## src/hw/rtl/b64_pkg.sv

```systemverilog
// Shared types, constants and alphabet functions for the base64url stream codec.
`timescale 1ns / 1ps

package b64_pkg;

  // Depth of the command queue between the front and the back.
  localparam int unsigned CMD_DEPTH = 4;

  // Alphabet anchor codes.
  localparam logic [7:0] CHAR_UPPER_A = 8'h41;
  localparam logic [7:0] CHAR_UPPER_Z = 8'h5A;
  localparam logic [7:0] CHAR_LOWER_A = 8'h61;
  localparam logic [7:0] CHAR_LOWER_Z = 8'h7A;
  localparam logic [7:0] CHAR_DIGIT_0 = 8'h30;
  localparam logic [7:0] CHAR_DIGIT_9 = 8'h39;
  localparam logic [7:0] CHAR_MINUS   = 8'h2D;
  localparam logic [7:0] CHAR_UNDER   = 8'h5F;

  typedef enum logic {
    MODE_ENCODE = 1'b0,
    MODE_DECODE = 1'b1
  } mode_e;

  // One command: the results caused by one input item.
  typedef struct packed {
    logic [3:0][7:0] chars;    // result bytes, element 0 first
    logic [1:0]      cnt_m1;   // number of results minus one
    logic            valid;    // results carry data
    logic            last;     // final result carries the stream end
    logic            stopped;  // decoder halt status
  } cmd_t;

  typedef struct packed {
    logic       ok;
    logic [5:0] val;
  } sextet_t;

  function automatic logic [7:0] enc_char(input logic [5:0] v);
    logic [7:0] v8;
    logic [7:0] r;
    v8 = {2'b00, v};
    if (v < 6'd26) begin
      r = CHAR_UPPER_A + v8;
    end else if (v < 6'd52) begin
      r = CHAR_LOWER_A + v8 - 8'd26;
    end else if (v < 6'd62) begin
      r = CHAR_DIGIT_0 + v8 - 8'd52;
    end else if (v == 6'd62) begin
      r = CHAR_MINUS;
    end else begin
      r = CHAR_UNDER;
    end
    return r;
  endfunction

  function automatic sextet_t dec_sextet(input logic [7:0] c);
    sextet_t s;
    s.ok  = 1'b1;
    s.val = '0;
    if (c >= CHAR_UPPER_A && c <= CHAR_UPPER_Z) begin
      s.val = 6'(c - CHAR_UPPER_A);
    end else if (c >= CHAR_LOWER_A && c <= CHAR_LOWER_Z) begin
      s.val = 6'(c - CHAR_LOWER_A + 8'd26);
    end else if (c >= CHAR_DIGIT_0 && c <= CHAR_DIGIT_9) begin
      s.val = 6'(c - CHAR_DIGIT_0 + 8'd52);
    end else if (c == CHAR_MINUS) begin
      s.val = 6'd62;
    end else if (c == CHAR_UNDER) begin
      s.val = 6'd63;
    end else begin
      s.ok = 1'b0;
    end
    return s;
  endfunction

endpackage

```

## src/hw/rtl/b64_front.sv

```systemverilog
// Front end: takes input items, keeps the encode and decode stream state, builds commands.
`timescale 1ns / 1ps

module b64_front (
  input  logic                 clk_i,
  input  logic                 rst_ni,
  input  logic                 fire_i,
  input  logic [7:0]           in_byte_i,
  input  logic                 in_last_i,
  input  b64_pkg::mode_e       mode_i,
  output logic                 cmd_push_o,
  output b64_pkg::cmd_t        cmd_o
);

  logic [1:0]  group_q, group_d;
  logic [15:0] held_q, held_d;
  logic [11:0] acc_q, acc_d;
  logic [1:0]  phase_q, phase_d;
  logic        halted_q, halted_d;

  logic [7:0]       b0, b1, b2;
  logic             enc_emit;
  b64_pkg::sextet_t sx;
  logic [11:0]      acc_new;
  logic [7:0]       dec_byte;

  always_comb begin
    b0 = in_byte_i;
    b1 = '0;
    b2 = '0;
    unique case (group_q)
      2'd0: begin
        b0 = in_byte_i;
      end
      2'd1: begin
        b0 = held_q[15:8];
        b1 = in_byte_i;
      end
      default: begin
        b0 = held_q[15:8];
        b1 = held_q[7:0];
        b2 = in_byte_i;
      end
    endcase
    enc_emit = group_q[1] | in_last_i;

    sx      = b64_pkg::dec_sextet(in_byte_i);
    acc_new = {acc_q[5:0], sx.val};
    unique case (phase_q)
      2'd1:    dec_byte = acc_new[7:0];
      2'd2:    dec_byte = acc_new[9:2];
      default: dec_byte = acc_new[11:4];
    endcase
  end

  always_comb begin
    group_d  = group_q;
    held_d   = held_q;
    acc_d    = acc_q;
    phase_d  = phase_q;
    halted_d = halted_q;

    cmd_push_o    = 1'b0;
    cmd_o.chars   = '0;
    cmd_o.cnt_m1  = '0;
    cmd_o.valid   = 1'b1;
    cmd_o.last    = in_last_i;
    cmd_o.stopped = 1'b0;

    if (fire_i) begin
      if (mode_i == b64_pkg::MODE_ENCODE) begin
        cmd_o.chars[0] = b64_pkg::enc_char(b0[7:2]);
        cmd_o.chars[1] = b64_pkg::enc_char({b0[1:0], b1[7:4]});
        cmd_o.chars[2] = b64_pkg::enc_char({b1[3:0], b2[7:6]});
        cmd_o.chars[3] = b64_pkg::enc_char(b2[5:0]);
        cmd_o.cnt_m1   = group_q[1] ? 2'd3 : (group_q + 2'd1);
        if (enc_emit) begin
          cmd_push_o = 1'b1;
          group_d    = '0;
          held_d     = '0;
        end else if (group_q == 2'd0) begin
          held_d  = {in_byte_i, 8'h00};
          group_d = 2'd1;
        end else begin
          held_d  = {held_q[15:8], in_byte_i};
          group_d = 2'd2;
        end
      end else begin
        if (!halted_q) begin
          if (!sx.ok) begin
            halted_d = 1'b1;
          end else begin
            acc_d = acc_new;
            if (phase_q == 2'd0) begin
              phase_d = 2'd3;
            end else begin
              cmd_push_o     = 1'b1;
              cmd_o.chars[0] = dec_byte;
              phase_d        = phase_q - 2'd1;
            end
          end
        end
        // A stream end that yields no byte still leaves a bare end marker.
        if (in_last_i && !cmd_push_o) begin
          cmd_push_o    = 1'b1;
          cmd_o.valid   = 1'b0;
          cmd_o.stopped = halted_d;
        end
      end
      if (in_last_i) begin
        group_d  = '0;
        held_d   = '0;
        acc_d    = '0;
        phase_d  = '0;
        halted_d = 1'b0;
      end
    end
  end

  always_ff @(posedge clk_i or negedge rst_ni) begin
    if (!rst_ni) begin
      group_q  <= '0;
      held_q   <= '0;
      acc_q    <= '0;
      phase_q  <= '0;
      halted_q <= 1'b0;
    end else begin
      group_q  <= group_d;
      held_q   <= held_d;
      acc_q    <= acc_d;
      phase_q  <= phase_d;
      halted_q <= halted_d;
    end
  end

  a_group_in_range : assert property (@(posedge clk_i) disable iff (!rst_ni)
    group_q != 2'd3)
    else $error("encode group position reached three");

  a_last_clears : assert property (@(posedge clk_i) disable iff (!rst_ni)
    (fire_i && in_last_i) |=> (group_q == 2'd0 && phase_q == 2'd0 && !halted_q))
    else $error("stream end did not clear the stream state");

endmodule

```

## src/hw/rtl/b64_fifo.sv

```systemverilog
// Command queue between the front end and the back end.
`timescale 1ns / 1ps

module b64_fifo #(
  parameter int unsigned Depth = b64_pkg::CMD_DEPTH
) (
  input  logic          clk_i,
  input  logic          rst_ni,
  input  logic          wr_i,
  input  b64_pkg::cmd_t wr_data_i,
  output logic          full_o,
  input  logic          rd_i,
  output logic          valid_o,
  output b64_pkg::cmd_t rd_data_o
);

  localparam int unsigned AW = (Depth > 1) ? $clog2(Depth) : 1;
  localparam int unsigned CW = $clog2(Depth + 1);

  b64_pkg::cmd_t mem_q [Depth];
  logic [AW-1:0] wr_ptr_q, wr_ptr_d;
  logic [AW-1:0] rd_ptr_q, rd_ptr_d;
  logic [CW-1:0] count_q, count_d;
  logic          do_wr, do_rd;

  assign full_o    = (count_q == CW'(Depth));
  assign valid_o   = (count_q != '0);
  assign rd_data_o = mem_q[rd_ptr_q];
  assign do_wr     = wr_i && !full_o;
  assign do_rd     = rd_i && valid_o;

  always_comb begin
    wr_ptr_d = wr_ptr_q;
    rd_ptr_d = rd_ptr_q;
    count_d  = count_q;
    if (do_wr) begin
      wr_ptr_d = (wr_ptr_q == AW'(Depth - 1)) ? '0 : wr_ptr_q + AW'(1);
    end
    if (do_rd) begin
      rd_ptr_d = (rd_ptr_q == AW'(Depth - 1)) ? '0 : rd_ptr_q + AW'(1);
    end
    if (do_wr && !do_rd) begin
      count_d = count_q + CW'(1);
    end else if (do_rd && !do_wr) begin
      count_d = count_q - CW'(1);
    end
  end

  always_ff @(posedge clk_i) begin
    if (do_wr) begin
      mem_q[wr_ptr_q] <= wr_data_i;
    end
  end

  always_ff @(posedge clk_i or negedge rst_ni) begin
    if (!rst_ni) begin
      wr_ptr_q <= '0;
      rd_ptr_q <= '0;
      count_q  <= '0;
    end else begin
      wr_ptr_q <= wr_ptr_d;
      rd_ptr_q <= rd_ptr_d;
      count_q  <= count_d;
    end
  end

  a_count_bound : assert property (@(posedge clk_i) disable iff (!rst_ni)
    count_q <= CW'(Depth))
    else $error("command queue count beyond depth");

  a_empty_ptrs : assert property (@(posedge clk_i) disable iff (!rst_ni)
    (count_q == '0) |-> (rd_ptr_q == wr_ptr_q))
    else $error("empty command queue with unequal pointers");

endmodule

```

## src/hw/rtl/b64_back.sv

```systemverilog
// Back end: walks each command and presents one result per transaction.
`timescale 1ns / 1ps

module b64_back (
  input  logic          clk_i,
  input  logic          rst_ni,
  input  logic          cmd_valid_i,
  input  b64_pkg::cmd_t cmd_i,
  output logic          cmd_take_o,
  output logic          empty_o,
  input  logic          pop_i,
  output logic [7:0]    out_byte_o,
  output logic          out_valid_o,
  output logic          out_last_o,
  output logic          stopped_o
);

  b64_pkg::cmd_t cur_q, cur_d;
  logic          cur_vld_q, cur_vld_d;
  logic [1:0]    idx_q, idx_d;
  logic          res_full_q, res_full_d;
  logic [7:0]    res_byte_q, res_byte_d;
  logic          res_valid_q, res_valid_d;
  logic          res_last_q, res_last_d;
  logic          res_stop_q, res_stop_d;
  logic          res_ld, at_end, fin;

  assign empty_o     = !res_full_q;
  assign out_byte_o  = res_byte_q;
  assign out_valid_o = res_valid_q;
  assign out_last_o  = res_last_q;
  assign stopped_o   = res_stop_q;

  // The result register reloads whenever it is free or being drained.
  assign res_ld     = !res_full_q || pop_i;
  assign at_end     = (idx_q == cur_q.cnt_m1);
  assign fin        = res_ld && cur_vld_q && at_end;
  assign cmd_take_o = cmd_valid_i && (!cur_vld_q || fin);

  always_comb begin
    res_full_d  = res_full_q;
    res_byte_d  = res_byte_q;
    res_valid_d = res_valid_q;
    res_last_d  = res_last_q;
    res_stop_d  = res_stop_q;
    cur_d       = cur_q;
    cur_vld_d   = cur_vld_q;
    idx_d       = idx_q;

    if (res_ld) begin
      res_full_d = cur_vld_q;
      if (cur_vld_q) begin
        res_byte_d  = cur_q.chars[idx_q];
        res_valid_d = cur_q.valid;
        res_last_d  = cur_q.last && at_end;
        res_stop_d  = cur_q.stopped;
        idx_d       = idx_q + 2'd1;
      end
    end
    if (cmd_take_o) begin
      cur_d     = cmd_i;
      cur_vld_d = 1'b1;
      idx_d     = '0;
    end else if (fin) begin
      cur_vld_d = 1'b0;
    end
  end

  always_ff @(posedge clk_i) begin
    cur_q       <= cur_d;
    res_byte_q  <= res_byte_d;
    res_valid_q <= res_valid_d;
    res_last_q  <= res_last_d;
    res_stop_q  <= res_stop_d;
  end

  always_ff @(posedge clk_i or negedge rst_ni) begin
    if (!rst_ni) begin
      cur_vld_q  <= 1'b0;
      idx_q      <= '0;
      res_full_q <= 1'b0;
    end else begin
      cur_vld_q  <= cur_vld_d;
      idx_q      <= idx_d;
      res_full_q <= res_full_d;
    end
  end

  a_idx_bound : assert property (@(posedge clk_i) disable iff (!rst_ni)
    cur_vld_q |-> (idx_q <= cur_q.cnt_m1))
    else $error("result index ran past the command");

endmodule

```

## src/hw/rtl/base64url_stream_codec.sv

```systemverilog
// Path: an input's command goes into the command queue, then into the back end's current command,
// then into the result register. Throughput: one input per cycle is taken while the command queue
// has room; results leave at one per cycle while pop is asserted, so encode is set by the result port.
// Reset: rst_ni is asynchronous and active low; it clears the mode register, the stream
// state, the command queue and the result register at once, with no clearing pass.
`timescale 1ns / 1ps

module base64url_stream_codec #(
  parameter int unsigned CmdDepth = b64_pkg::CMD_DEPTH
) (
  input  logic       clk_i,
  input  logic       rst_ni,
  input  logic       cfg_valid_i,
  output logic       cfg_ready_o,
  input  logic       cfg_data_i,
  input  logic       push,
  output logic       full,
  input  logic [7:0] in_byte_i,
  input  logic       in_last_i,
  output logic       empty,
  input  logic       pop,
  output logic [7:0] out_byte_o,
  output logic       out_valid_o,
  output logic       out_last_o,
  output logic       stopped_o
);

  b64_pkg::mode_e mode_q, mode_d;
  logic           fire;
  logic           cmd_push;
  b64_pkg::cmd_t  cmd_wr;
  logic           cmd_valid;
  b64_pkg::cmd_t  cmd_head;
  logic           cmd_take;

  assign cfg_ready_o = 1'b1;
  assign mode_d      = (cfg_valid_i) ? b64_pkg::mode_e'(cfg_data_i) : mode_q;
  assign fire        = push && !full;

  always_ff @(posedge clk_i or negedge rst_ni) begin
    if (!rst_ni) begin
      mode_q <= b64_pkg::MODE_ENCODE;
    end else begin
      mode_q <= mode_d;
    end
  end

  b64_front u_front (
    .clk_i      (clk_i),
    .rst_ni     (rst_ni),
    .fire_i     (fire),
    .in_byte_i  (in_byte_i),
    .in_last_i  (in_last_i),
    .mode_i     (mode_q),
    .cmd_push_o (cmd_push),
    .cmd_o      (cmd_wr)
  );

  b64_fifo #(
    .Depth (CmdDepth)
  ) u_fifo (
    .clk_i     (clk_i),
    .rst_ni    (rst_ni),
    .wr_i      (cmd_push),
    .wr_data_i (cmd_wr),
    .full_o    (full),
    .rd_i      (cmd_take),
    .valid_o   (cmd_valid),
    .rd_data_o (cmd_head)
  );

  b64_back u_back (
    .clk_i       (clk_i),
    .rst_ni      (rst_ni),
    .cmd_valid_i (cmd_valid),
    .cmd_i       (cmd_head),
    .cmd_take_o  (cmd_take),
    .empty_o     (empty),
    .pop_i       (pop),
    .out_byte_o  (out_byte_o),
    .out_valid_o (out_valid_o),
    .out_last_o  (out_last_o),
    .stopped_o   (stopped_o)
  );

endmodule
```

## config.mk

```make
export PLATFORM = sky130hd
export DESIGN_NAME = base64url_stream_codec
export DESIGN_NICKNAME = d
export VERILOG_FILES = /design/src/hw/rtl/b64_pkg.sv /design/src/hw/rtl/b64_front.sv /design/src/hw/rtl/b64_fifo.sv /design/src/hw/rtl/b64_back.sv /design/src/hw/rtl/base64url_stream_codec.sv
export SDC_FILE = /design/constraint.sdc
export NUM_CORES = 1
export LEC_CHECK = 0
export BUFFER_PORTS_ARGS = -buffer_cell sky130_fd_sc_hd__buf_2
export CAP_MARGIN = 25
export CORE_MARGIN = 2
export CORE_UTILIZATION = 60
export CTS_CLUSTER_SIZE = 24
export DETAILED_ROUTE_END_ITERATION = 12
export PLACE_DENSITY = 0.77
export SETUP_SLACK_MARGIN = 0.4
export SLEW_MARGIN = 20
export SYNTH_ARGS = -nofsm -noshare
export SYNTH_HDL_FRONTEND = slang
export SYNTH_SLANG_ARGS = --single-unit
```

## constraint.sdc

```tcl
create_clock -name clk_i -period 3.25 [get_ports clk_i]
set_input_delay 0.65 -clock clk_i [delete_from_list [all_inputs] [get_ports clk_i]]
set_output_delay 0.65 -clock clk_i [all_outputs]
set_load 0.1 [all_outputs]
```

==> flow_summary.toml <==
[placement]
numPortBuffers = 27
dp_cells = 1269
place_area_mm2 = 0.01327
dp_hpwl_mm = 19.84
place_congestion = 0.9341

[sta]
drv_slew = 0
fin_skew_ns = 0.02539
final-hold-violation-count = 0
fmax_mhz = 356.7
tns_ns = 0
period_needed_ns = 2.804
tightest_slew_ns = 0.7508
setup-violations-final = 0
rsz0062_at_grt = "yes"
period_share_pct = 86.26
hold_slack_ns = 0.05729
maxSlewHeadroom_pct = 49.61

[worst_hold_path]
min_path_type = "in2async"

[worst_setup_path]
crit_family = "compound AO/OA/AOI/OAI gates"
cp_cell_sequence = "nor2_8, mux2i_2, inv_1, ha_1, buf_4, and3_1, a211oi_1, a2111oi_2, o21ai_1, o211ai_1"
reg2reg_setup_slack_ns = 0.45
crit_type = "reg2reg"
worstPathArrival_ns = 3.00
slowest_delay_ns = 0.47
cp_max_fo = 9
reg2regPathDepth = 10
r2r_end = "u_fifo.mem_q[1][7]$_DFFE_PP_"
crit_buf_inv = 2
cp-start-kind = "flop"
crit_path_top_delay_cell = "dfrtp_2"
end_kind = "flop"
r2r_start = "u_front.group_q[0]$_DFFE_PN0P_"
cp.required_ns = 3.45

[drt]
vias_per_cell = 6.252
wl_met2_mm = 14.84
ant_nets = 0
wl_per_cell_um = 22.37
routed.top_layer = "met4"
met1_length_mm = 11.83
drt_iter0_drc = 851
route.detailed.drc = 0
firstDrtPassIters = 6
routed_wl_mm = 29.51
via_count = 8246
wl_met3_mm = 2.120

[global_route]
grt_max_degree = 41
grt_pass1_wl_mm = 46.44
grt.overflow.total = 0
grt_pass1_vias = 8124
antenna_found_initial = 0
track_usage_pct = 28.13

[cts]
clkLatencyLatePin_ns = 0.53
cts_hold_buf = 0
numClockSinks = 235
cts_buffers = 24
clk_pin_slew_ns = 0.07
clock-root-buffer = "clkbuf_16"
cts_tree = "yes"
htreeDepth = 1
cts_buffer_depth = 3

[outcome]
outcome = "finished clean"

[synth]
syn_area_mm2 = 0.01214
synthFlopType = "edfxtp_1"
synth_warnings = 0
yosysSeqAreaShare_pct = 56.51
yosysUniqueCellTypes = 96
avgSynthCellArea_um2 = 13.14
synth_edf_count = 196
syn-num-nets = 998
synthCells = 924
ys_ff_latch = 235
synth.top_cell.area_share_pct = 48.47
yosys.area.top_type = "edfxtp_1"
synth_area_leaders = "edfxtp_1 (48%), mux4_2 (8.3%), dfrtp_1 (8.0%)"
ys_async_sr_fraction_pct = 16.60

[floorplanning]
die_w_um = 146.3
rows = 52
die_h_um = 146.3
initial_core_util_pct = 60.60
coreArea_mm2 = 0.02004
die-area_mm2 = 0.02139
io_pins = 29

[final_layout]
drive_gt1_share_pct = 28.98
fin_nets = 1106
final_area_mm2 = 0.01435
instances_no_fill = 1319
antenna_cells = 0
fill_cells = 1326
syn2layout_area_growth_pct = 18.17

[power_and_ir_drop]
irDropWorstVdd_uv = 426.0
p_leak_uw = 0.005364
powerDensity_mw_per_mm2 = 851.1

[job]
max_cap_viol_count = 0
-- flip-flops by register name (all words and copies together), names as in the netlist, 3 cells and up --
signal,flops
u_fifo.count_q,3
u_fifo.mem_q,148
u_front.held_q,16
u_back.cur_q,37
u_back.out_byte_o,8
u_front.acc_q,6
-- repair_timing --
item / in CTS / in global routing
endpoints found under the setup margin: 60 / 110
gates resized for setup: 11 / 48
pin swaps: 1 / 6
cloned: 0 / 0
buffers inserted: 4 / 3
-- cells in the mapped netlist, types with 10 or more instances --
library cell	number
nand2_1	87
o21ai_1	10
o211ai_1	11
mux4_2	45
a22o_1	13
dfrtp_1	39
inv_1	43
clkbuf_1	20
edfxtp_1	196
o21ai_0	33
ha_1	58
nor2_1	45
nand2b_1	12
a21oi_1	39
xnor2_1	26
nand3_1	15
nor3_1	20
a31oi_1	11
-- layer usage --
metal,global-route usage [%],vias to the layer above
met5,0,-
li1,-,3748
met4,8.592,0
met2,47.10,399
met1,38.64,4043
met3,4.281,56
-- cell families (layout without fill, tap and decap cells) --
group | Yosys count | in the layout | share of synthesized area (%)
simple gates | 241 | 241 | 10.16
xor+xnor | 35 | 35 | 2.525
fa+ha+maj | 59 | 59 | 6.141
compound gates | 201 | 201 | 11.82
other cells | 1 | 1 | 0.03088
buf+inv | 93 | 218 | 3.205
mux | 59 | 59 | 9.614
flops | 235 | 235 | 56.51
-- placed cells by master, fill, tap and decap left out, drive strengths merged, types with 5 or more instances in the layout --
master and n:
a211oi 9, a21oi 40, a221oi 8, a22o 13
a31oi 12, and2 10, and3 5, buf 123
clkbuf 26, clkinv 13, dfrtp 39, edfxtp 196
ha 58, inv 51, mux2 5, mux2i 9
mux4 45, nand2 87, nand2b 13, nand3 15
nand4 5, nor2 48, nor2b 7, nor3 21
nor4 6, o211ai 11, o21a 9, o21ai 45
o311ai 5, or2 5, or3 5, xnor2 26
xor2 9
-- stage by stage --
| step | worst slack [ns] | power (µW) | utilization [%] |
|---|---|---|---|
| global route | 0.3207 | 12810 | 71.60 |
| detailed placement | -0.08181 | 9175 | 66.21 |
| finish | 0.4465 | 12210 | 71.60 |
| CTS | 0.3385 | 12090 | 70.49 |
| floorplan | 0.007067 | 7757 | - |
| global placement | -0.001320 | 9018 | 66.11 |
-- worst max path at each step --
stage / from / endpoint / slack, ns / cells past startpoint
6_report: u_front.group_q[0]$_DFFE_PN0P_ / u_fifo.mem_q[1][7]$_DFFE_PP_ / 0.45 / 10
5_1_grt: u_front.group_q[0]$_DFFE_PN0P_ / u_fifo.mem_q[1][7]$_DFFE_PP_ / 0.32 / 10
4_1_cts: u_front.group_q[1]$_DFFE_PN0P_ / u_fifo.mem_q[2][16]$_DFFE_PP_ / 0.34 / 12
3_5_place_dp: in_byte_i[3] / u_fifo.count_q[2]$_DFFE_PN0P_ / -0.08 / 15
3_3_place_gp: in_byte_i[1] / u_fifo.count_q[2]$_DFFE_PN0P_ / -0.001 / 15
2_1_floorplan: in_byte_i[1] / u_fifo.count_q[2]$_DFFE_PN0P_ / 0.007 / 15
-- power by group --
part / internal (µW) / switching, µW / total [µW]
combinational: 1990 / 2930 / 4910
sequential: 4170 / 373 / 4550
clock: 1570 / 1180 / 2750
total: 7730 / 4480 / 12200
-- area by class of cell --
type / count / area, µm² / share of cell area (%)
Sequential cell: 235 / 6867 / 47.85
Multi-Input combinational cell: 596 / 5170 / 36.03
Timing Repair Buffer: 124 / 984.7 / 6.863
Clock buffer: 25 / 625.6 / 4.360
Tap cell: 270 / 337.8 / 2.354
Inverter: 51 / 201.4 / 1.404
Clock inverter: 18 / 162.7 / 1.134
Note: power is estimated with default switching activity, not from simulation.
